### src/sv/hid_keyboard_report_key_queue_top_defines.svh
// Assertion macros used by the key queue datapath.
// Define ASSERT_OFF to compile the assertions out.
`ifndef HID_KEYBOARD_REPORT_KEY_QUEUE_TOP_DEFINES_SVH
`define HID_KEYBOARD_REPORT_KEY_QUEUE_TOP_DEFINES_SVH
`ifndef ASSERT_OFF
`define KQ_ASSERT(label, expr, msg) \
  label: assert property (@(posedge clk) disable iff (rst) (expr)) else $error(msg);
`define KQ_ASSERT_NEXT(label, ante, cons, msg) \
  label: assert property (@(posedge clk) disable iff (rst) (ante) |=> (cons)) else $error(msg);
`else
`define KQ_ASSERT(label, expr, msg)
`define KQ_ASSERT_NEXT(label, ante, cons, msg)
`endif
`endif

### src/sv/hkq_pkg.sv
`default_nettype none
package hkq_pkg;

  localparam int RING_SLOTS_DEF = 64;
  localparam int KEY_BITS_DEF   = 9;
  localparam int MAP_DEPTH      = 1024;
  localparam int NUM_SLOTS      = 6;
  localparam int ESC_CODE       = 27;

  localparam logic [7:0] SHIFT_MASK    = 8'h22;
  localparam logic [7:0] CTRL_MASK     = 8'h11;
  localparam logic [7:0] ROLLOVER_CODE = 8'h01;
  localparam logic [2:0] LAST_SLOT     = 3'd5;

  typedef enum logic [2:0] {
    ACT_REPORT = 3'd0,
    ACT_POP    = 3'd1,
    ACT_UNGET  = 3'd2,
    ACT_ESC    = 3'd3,
    ACT_MAP    = 3'd4
  } action_t;

  typedef enum logic [3:0] {
    ST_IDLE,
    ST_DECODE,
    ST_SLOT_CHECK,
    ST_SLOT_PUSH,
    ST_REPORT_END,
    ST_POP_WAIT,
    ST_SCAN_RD,
    ST_SCAN_CHK,
    ST_SHIFT_RD,
    ST_SHIFT_WR,
    ST_DONE
  } state_t;

  typedef enum logic [1:0] {
    RD_RP,
    RD_CURSOR,
    RD_NEXT
  } rd_sel_t;

  // Commands from the controller to the datapath.
  typedef struct packed {
    logic    load_item;
    logic    slot_inc;
    logic    map_rd;
    logic    slot_push;
    logic    save_prev;
    logic    pop_unget;
    logic    pop_ring;
    logic    set_unget;
    logic    esc_unget;
    logic    esc_hit;
    logic    ring_rd_en;
    rd_sel_t ring_rd_sel;
    logic    cursor_load_rp;
    logic    cursor_step;
    logic    shift_write;
    logic    wp_dec;
    logic    map_wr;
    logic    out_load;
  } cmd_t;

  // Status from the datapath to the controller.
  typedef struct packed {
    action_t action;
    logic    report_ok;
    logic    unget_full;
    logic    unget_esc;
    logic    ring_empty;
    logic    slot_new;
    logic    last_slot;
    logic    cursor_at_wp;
    logic    next_at_wp;
    logic    rdata_esc;
    logic    out_free;
  } status_t;

endpackage
`default_nettype wire

### src/sv/hkq_ctrl.sv
`default_nettype none
module hkq_ctrl
  import hkq_pkg::*;
(
  input  logic    clk,
  input  logic    rst,
  input  logic    s_tvalid,
  output logic    s_tready,
  input  status_t status,
  output cmd_t    cmd
);

  state_t state;
  state_t state_next;

  always_ff @(posedge clk) begin
    if (rst) begin
      state <= ST_IDLE;
    end else begin
      state <= state_next;
    end
  end

  always_comb begin
    cmd        = '0;
    state_next = state;
    s_tready   = 1'b0;
    case (state)
      ST_IDLE: begin
        s_tready = 1'b1;
        if (s_tvalid) begin
          cmd.load_item = 1'b1;
          state_next    = ST_DECODE;
        end
      end
      ST_DECODE: begin
        state_next = ST_DONE;
        case (status.action)
          ACT_REPORT: begin
            if (status.report_ok) begin
              state_next = ST_SLOT_CHECK;
            end
          end
          ACT_POP: begin
            if (status.unget_full) begin
              cmd.pop_unget = 1'b1;
            end else if (!status.ring_empty) begin
              cmd.ring_rd_en  = 1'b1;
              cmd.ring_rd_sel = RD_RP;
              state_next      = ST_POP_WAIT;
            end
          end
          ACT_UNGET: begin
            cmd.set_unget = 1'b1;
          end
          ACT_ESC: begin
            if (status.unget_esc) begin
              cmd.esc_unget = 1'b1;
            end else begin
              cmd.cursor_load_rp = 1'b1;
              state_next         = ST_SCAN_RD;
            end
          end
          ACT_MAP: begin
            cmd.map_wr = 1'b1;
          end
          default: begin
            state_next = ST_DONE;
          end
        endcase
      end
      ST_SLOT_CHECK: begin
        if (status.slot_new) begin
          cmd.map_rd = 1'b1;
          state_next = ST_SLOT_PUSH;
        end else if (status.last_slot) begin
          state_next = ST_REPORT_END;
        end else begin
          cmd.slot_inc = 1'b1;
        end
      end
      ST_SLOT_PUSH: begin
        cmd.slot_push = 1'b1;
        if (status.last_slot) begin
          state_next = ST_REPORT_END;
        end else begin
          cmd.slot_inc = 1'b1;
          state_next   = ST_SLOT_CHECK;
        end
      end
      ST_REPORT_END: begin
        cmd.save_prev = 1'b1;
        state_next    = ST_DONE;
      end
      ST_POP_WAIT: begin
        cmd.pop_ring = 1'b1;
        state_next   = ST_DONE;
      end
      ST_SCAN_RD: begin
        if (status.cursor_at_wp) begin
          state_next = ST_DONE;
        end else begin
          cmd.ring_rd_en  = 1'b1;
          cmd.ring_rd_sel = RD_CURSOR;
          state_next      = ST_SCAN_CHK;
        end
      end
      ST_SCAN_CHK: begin
        if (status.rdata_esc) begin
          cmd.esc_hit = 1'b1;
          state_next  = ST_SHIFT_RD;
        end else begin
          cmd.cursor_step = 1'b1;
          state_next      = ST_SCAN_RD;
        end
      end
      ST_SHIFT_RD: begin
        if (status.next_at_wp) begin
          cmd.wp_dec = 1'b1;
          state_next = ST_DONE;
        end else begin
          cmd.ring_rd_en  = 1'b1;
          cmd.ring_rd_sel = RD_NEXT;
          state_next      = ST_SHIFT_WR;
        end
      end
      ST_SHIFT_WR: begin
        cmd.shift_write = 1'b1;
        cmd.cursor_step = 1'b1;
        state_next      = ST_SHIFT_RD;
      end
      ST_DONE: begin
        if (status.out_free) begin
          cmd.out_load = 1'b1;
          state_next   = ST_IDLE;
        end
      end
      default: begin
        state_next = ST_IDLE;
      end
    endcase
  end

endmodule
`default_nettype wire

### config.mk
export PLATFORM = sky130hd
export DESIGN_NAME = hkq_ctrl
export DESIGN_NICKNAME = d
export VERILOG_FILES = /design/src/sv/hid_keyboard_report_key_queue_top_defines.svh /design/src/sv/hkq_pkg.sv /design/src/sv/hkq_ctrl.sv
export SDC_FILE = /design/constraint.sdc
export NUM_CORES = 1
export LEC_CHECK = 0
export BUFFER_PORTS_ARGS = -buffer_cell sky130_fd_sc_hd__buf_4
export CAP_MARGIN = 10
export CORE_MARGIN = 1
export CORE_UTILIZATION = 41
export DETAILED_ROUTE_END_ITERATION = 6
export PLACE_DENSITY = 0.79
export SETUP_SLACK_MARGIN = 0.3
export SKIP_LAST_GASP = 1
export SLEW_MARGIN = 5
export SYNTH_ARGS = -nofsm -noshare
export SYNTH_HDL_FRONTEND = slang
export SYNTH_SLANG_ARGS = --single-unit
### constraint.sdc
create_clock -name clk -period 1.9 [get_ports clk]
set_input_delay 0.095 -clock clk [delete_from_list [all_inputs] [get_ports clk]]
set_output_delay 0.095 -clock clk [all_outputs]
set_load 0.02 [all_outputs]
=== After elaboration in Yosys (flattened, before gate mapping) ===
Cells that the tools add are included.

* Logic and storage cells: 74
* Bits in registers: 4
* Input bits: 16
* Output and inout port bits: 20

* Mux-type cells: 52
* Reductions and logical operators: 4
* Equality and inequality tests: 17

{| class="wikitable"
|+ Operators with widths
! operator !! count
|-
| 2-to-1 mux 4 bit || 10
|-
| case mux 4 bit (10 select lines) || 1
|-
| 2-to-1 mux 1 bit || 29
|-
| 2-to-1 mux 3 bit || 6
|-
| == test 4 x 3 -> 1 bit, second input constant || 4
|-
| == test 4 bit, second input constant || 3
|-
| case mux 4 bit (3 select lines) || 1
|-
| case mux 3 bit (3 select lines) || 1
|-
| == test 4 x 2 -> 1 bit, second input constant || 2
|-
| == test 3 x 2 -> 1 bit, second input constant || 2
|-
| == test 4 x 1 -> 1 bit, second input constant || 1
|-
| zero test 4 bit || 1
|-
| 2-to-1 mux 2 bit || 2
|-
| inequality test 2 bit, second input constant || 2
|-
| case mux 1 bit (2 select lines) || 2
|-
| == test 3 x 1 -> 1 bit, second input constant || 1
|-
| == test 3 bit, second input constant || 1
|-
| zero test 3 bit || 1
|-
| inequality test 3 bit, second input constant || 1
|-
| AND reduction 3 bit || 1
|-
| OR reduction 2 bit || 1
|}

=== Longest topological paths before layout ===
* Depth in word-level cells: 4
* Depth in mapped cells: 5
* Gate-level depth less buffers: 4

=== Least setup slack after synthesis ===
No wires, ideal clock.

* Path type: register to output
* From: register state[0]
* To: output port cmd[11] (netlist bit)
* Stages on the path, launching flop included: 3
* Slack: 0.111 ns
* Required time: 1.805 ns
* Data arrival time: 1.694 ns
* Path buffers: 0
* Cell sequence: dfxtp_1 -> or4b_4 -> nor4b_1

{| class="wikitable"
|+ RTL lines
! item !! RTL line !! text
|-
| start, declared || hkq_ctrl.sv:13 || <nowiki>state_t state;</nowiki>
|-
| start signal, assigned || hkq_ctrl.sv:20 || <nowiki>state <= state_next;</nowiki>
|-
| end, declared || hkq_ctrl.sv:10 || <nowiki>output cmd_t cmd</nowiki>
|}

==> results.py <==
metrics = {
    "floorplan": {
        "pin_count": 36,
        "initial_core_util_pct": 46.9,
        "core_area_mm2": 0.00119,
        "die_height_um": 38.9,
        "die_area_mm2": 0.00151,
        "die_x_um": 38.9,
        "rows": 12,
    },
    "global_routing": {
        "grt_use_total_pct": 27.7,
        "grt_max_degree": 13,
        "grt_util_met2_pct": 50.0,
        "grt_pass1_wl_um": 2950,
        "use_met1_pct": 35.7,
        "grt_pass1_vias": 689,
        "grt-busiest-layer": "met2",
        "grt_overflow": 0,
        "antenna_found_initial": 0,
        "use_met3_pct": 0,
    },
    "setup_path": {
        "worstPathRequired_ps": 1800,
        "critical_path_class": "flip-flop to output port",
        "endpoint": "cmd[8]",
        "startpoint_type": "flip-flop",
        "r2r_cells": 6,
        "rrSetupSlack_ps": 230,
        "crit_path_max_fanout": 4,
        "r2r_start": "state[2]",
        "arrival_ps": 1610,
        "cp-startpoint": "state[2]",
        "end_kind": "output port",
        "reg2reg_to": "state[2]",
    },
    "clock_network": {
        "cts_buffers": 3,
        "tritoncts": "yes",
        "htreeDepth": 1,
        "clock-sinks": 4,
        "clk_latency_ps": 230,
        "cts_root_buffer": "clkbuf_4",
        "clockBufferDepth": 2,
        "clk_pin_slew_ps": 40,
        "holdBufCountCts": 0,
    },
    "timing": {
        "tightest_slew_ps": 304,
        "finalHoldViolations": 0,
        "slew_violations": 0,
        "min_period_ps": 1710,
        "setup_viol": 0,
        "rsz0062_at_grt": "true",
        "relSlewSlack_pct": 79.5,
        "fin_tns_setup_ps": 0,
        "skew_ps": 3.70,
        "fmax_mhz": 586,
        "period_share_pct": 89.8,
    },
    "synth": {
        "yosysWarnings": 0,
        "syn_inst": 83,
        "avgSynthCellArea_um2": 6.71,
        "syn-cell-area_um2": 557,
        "synth-seq-area-share_pct": 14.4,
        "synth.distinct_cells": 32,
        "synthesis.nets": 99,
        "ys_ff_latch": 4,
    },
    "power": {
        "p_sw_uw": 413,
        "p_leak_nw": 0.474,
        "comb_power_share_pct": 73.1,
        "p_sw_share_pct": 46.4,
        "ir_worst_vdd_v": 0.000707,
        "p_total_uw": 890,
        "pwr-share-seq_pct": 15.4,
        "p_int_uw": 477,
        "pwr-share-clk_pct": 11.4,
        "p_per_area_mw_per_mm2": 904,
    },
    "cells_and_area": {
        "fillers": 81,
        "multiInputGateArea_um2": 489,
        "layout_commonest_cell": "buf_4",
        "antenna_cells": 0,
        "syn_to_final_growth_pct": 76.9,
        "layout-drive-gt1-share_pct": 50.4,
        "final_cell_mix": "42 x buf_4, 8 x inv_1, 5 x nor2_1, 5 x a21oi_1",
        "seq_area_um2": 87.6,
        "largest_reg_flops": 4,
        "largest_register": "state",
        "top_regs": "state (4)",
        "post-route-util_pct": 83.0,
        "fin_nets": 143,
    },
    "placement": {
        "port_buffers": 35,
        "gp_congestion": 0.762,
        "dp_hpwl_um": 1400,
    },
    "drt": {
        "ant_nets": 0,
        "first_iter_violations": 13,
        "drc": 0,
        "drt-total-wl_um": 1960,
        "avgRoutedWirePerCell_um": 14.1,
        "first_pass_iters": 4,
        "vias": 791,
        "via_per_inst": 5.69,
    },
    "hold_path": {
        "min_path_type": "input port to flip-flop",
    },
    "flow_run": {
        "maxCapViolCount": 0,
    },
    "status": {
        "status": "finished, final reports clean",
    },
}
[worst max-delay path, cell delays in order (launching register included)]
cell and delay, ps:
dfxtp_4 330, or4b_4 560, nor2_4 170, a21oi_2 100, nand2_1 90, buf_4 140
[power groups by stage]
stage               clock network [mW]  logic [mW]  registers (mW)
global route                     0.110       0.699           0.139
detailed placement                   0       0.577           0.145
floorplan                            0       0.375           0.134
finish                           0.102       0.651           0.137
CTS                              0.109       0.600           0.137
global placement                     0       0.570           0.144
[cells by family after synthesis]
logic type	share of synthesized area, %
AND/OR/NAND/NOR	49.0
flip-flops	14.4
buffers and inverters	9.21
multiplexers	3.60
AO/OA/AOI/OAI	23.8
[synthesized netlist by cell type]
cell type  number  area [µm²]
a21oi_1         7        35.0
a221o_1         1        10.0
a31oi_1         2        12.5
a41oi_1         2        17.5
and2_1          1        6.26
and3_1          2        12.5
and3b_1         2        17.5
buf_2           2        10.0
clkbuf_1        3        11.3
dfxtp_1         4        80.1
inv_1           8        30.0
mux2i_1         2        20.0
nand2_1         3        11.3
nand2b_1        4        25.0
nand3_1         5        25.0
nand3b_1        2        15.0
nand4_1         1        6.26
nand4b_1        1        8.76
nor2_1          6        22.5
nor2_4          1        11.3
nor2b_1         5        31.3
nor3_1          4        20.0
nor3b_1         3        22.5
nor4_1          1        6.26
nor4b_1         2        17.5
o211ai_1        1        7.51
o21ai_0         2        10.0
o21bai_1        2        15.0
o31a_1          1        8.76
o31ai_1         1        7.51
o41ai_1         1        8.76
or4b_4          1        13.8
[timing repair]
item,CTS,global route
cloned,0,0
pin swaps,4,4
setup buffers,3,1
gates resized for setup,7,8
endpoints found under the hold margin,0,0
endpoints found under the setup margin,8,9
[stage by stage]
step | instances | setup WS (ps) | instance area [µm²] | hold slack [ps]
floorplan | 83 | 376 | 581 | 167
global placement | 132 | 326 | 877 | 279
detailed placement | 132 | 301 | 877 | 281
CTS | 138 | 190 | 941 | 29.9
global route | 139 | 133 | 985 | 44.2
finish | 139 | 193 | 985 | 43.4
[area by class of cell]
type	count	share of cell area [%]
Timing Repair Buffer	44	34.3
Tap cell	14	1.78
Sequential cell	4	8.89
Multi-Input combinational cell	66	49.7
Clock buffer	3	2.29
Inverter	8	3.05
[worst min-delay path by stage]
stage | start | to | cells past startpoint
2_1_floorplan | rst | state[1] | 1
6_report | rst | state[1] | 2
3_5_place_dp | rst | state[3] | 2
4_1_cts | rst | state[1] | 2
3_3_place_gp | rst | state[3] | 2
5_1_grt | rst | state[1] | 2
[per-layer routing]
layer,part of all wire [%],vias up
li1,-,398
met1,44,367
met2,52,26
met3,3.6,0
met4,0,0
met5,0,-
No activity file was read; power rests on OpenSTA's default activity.
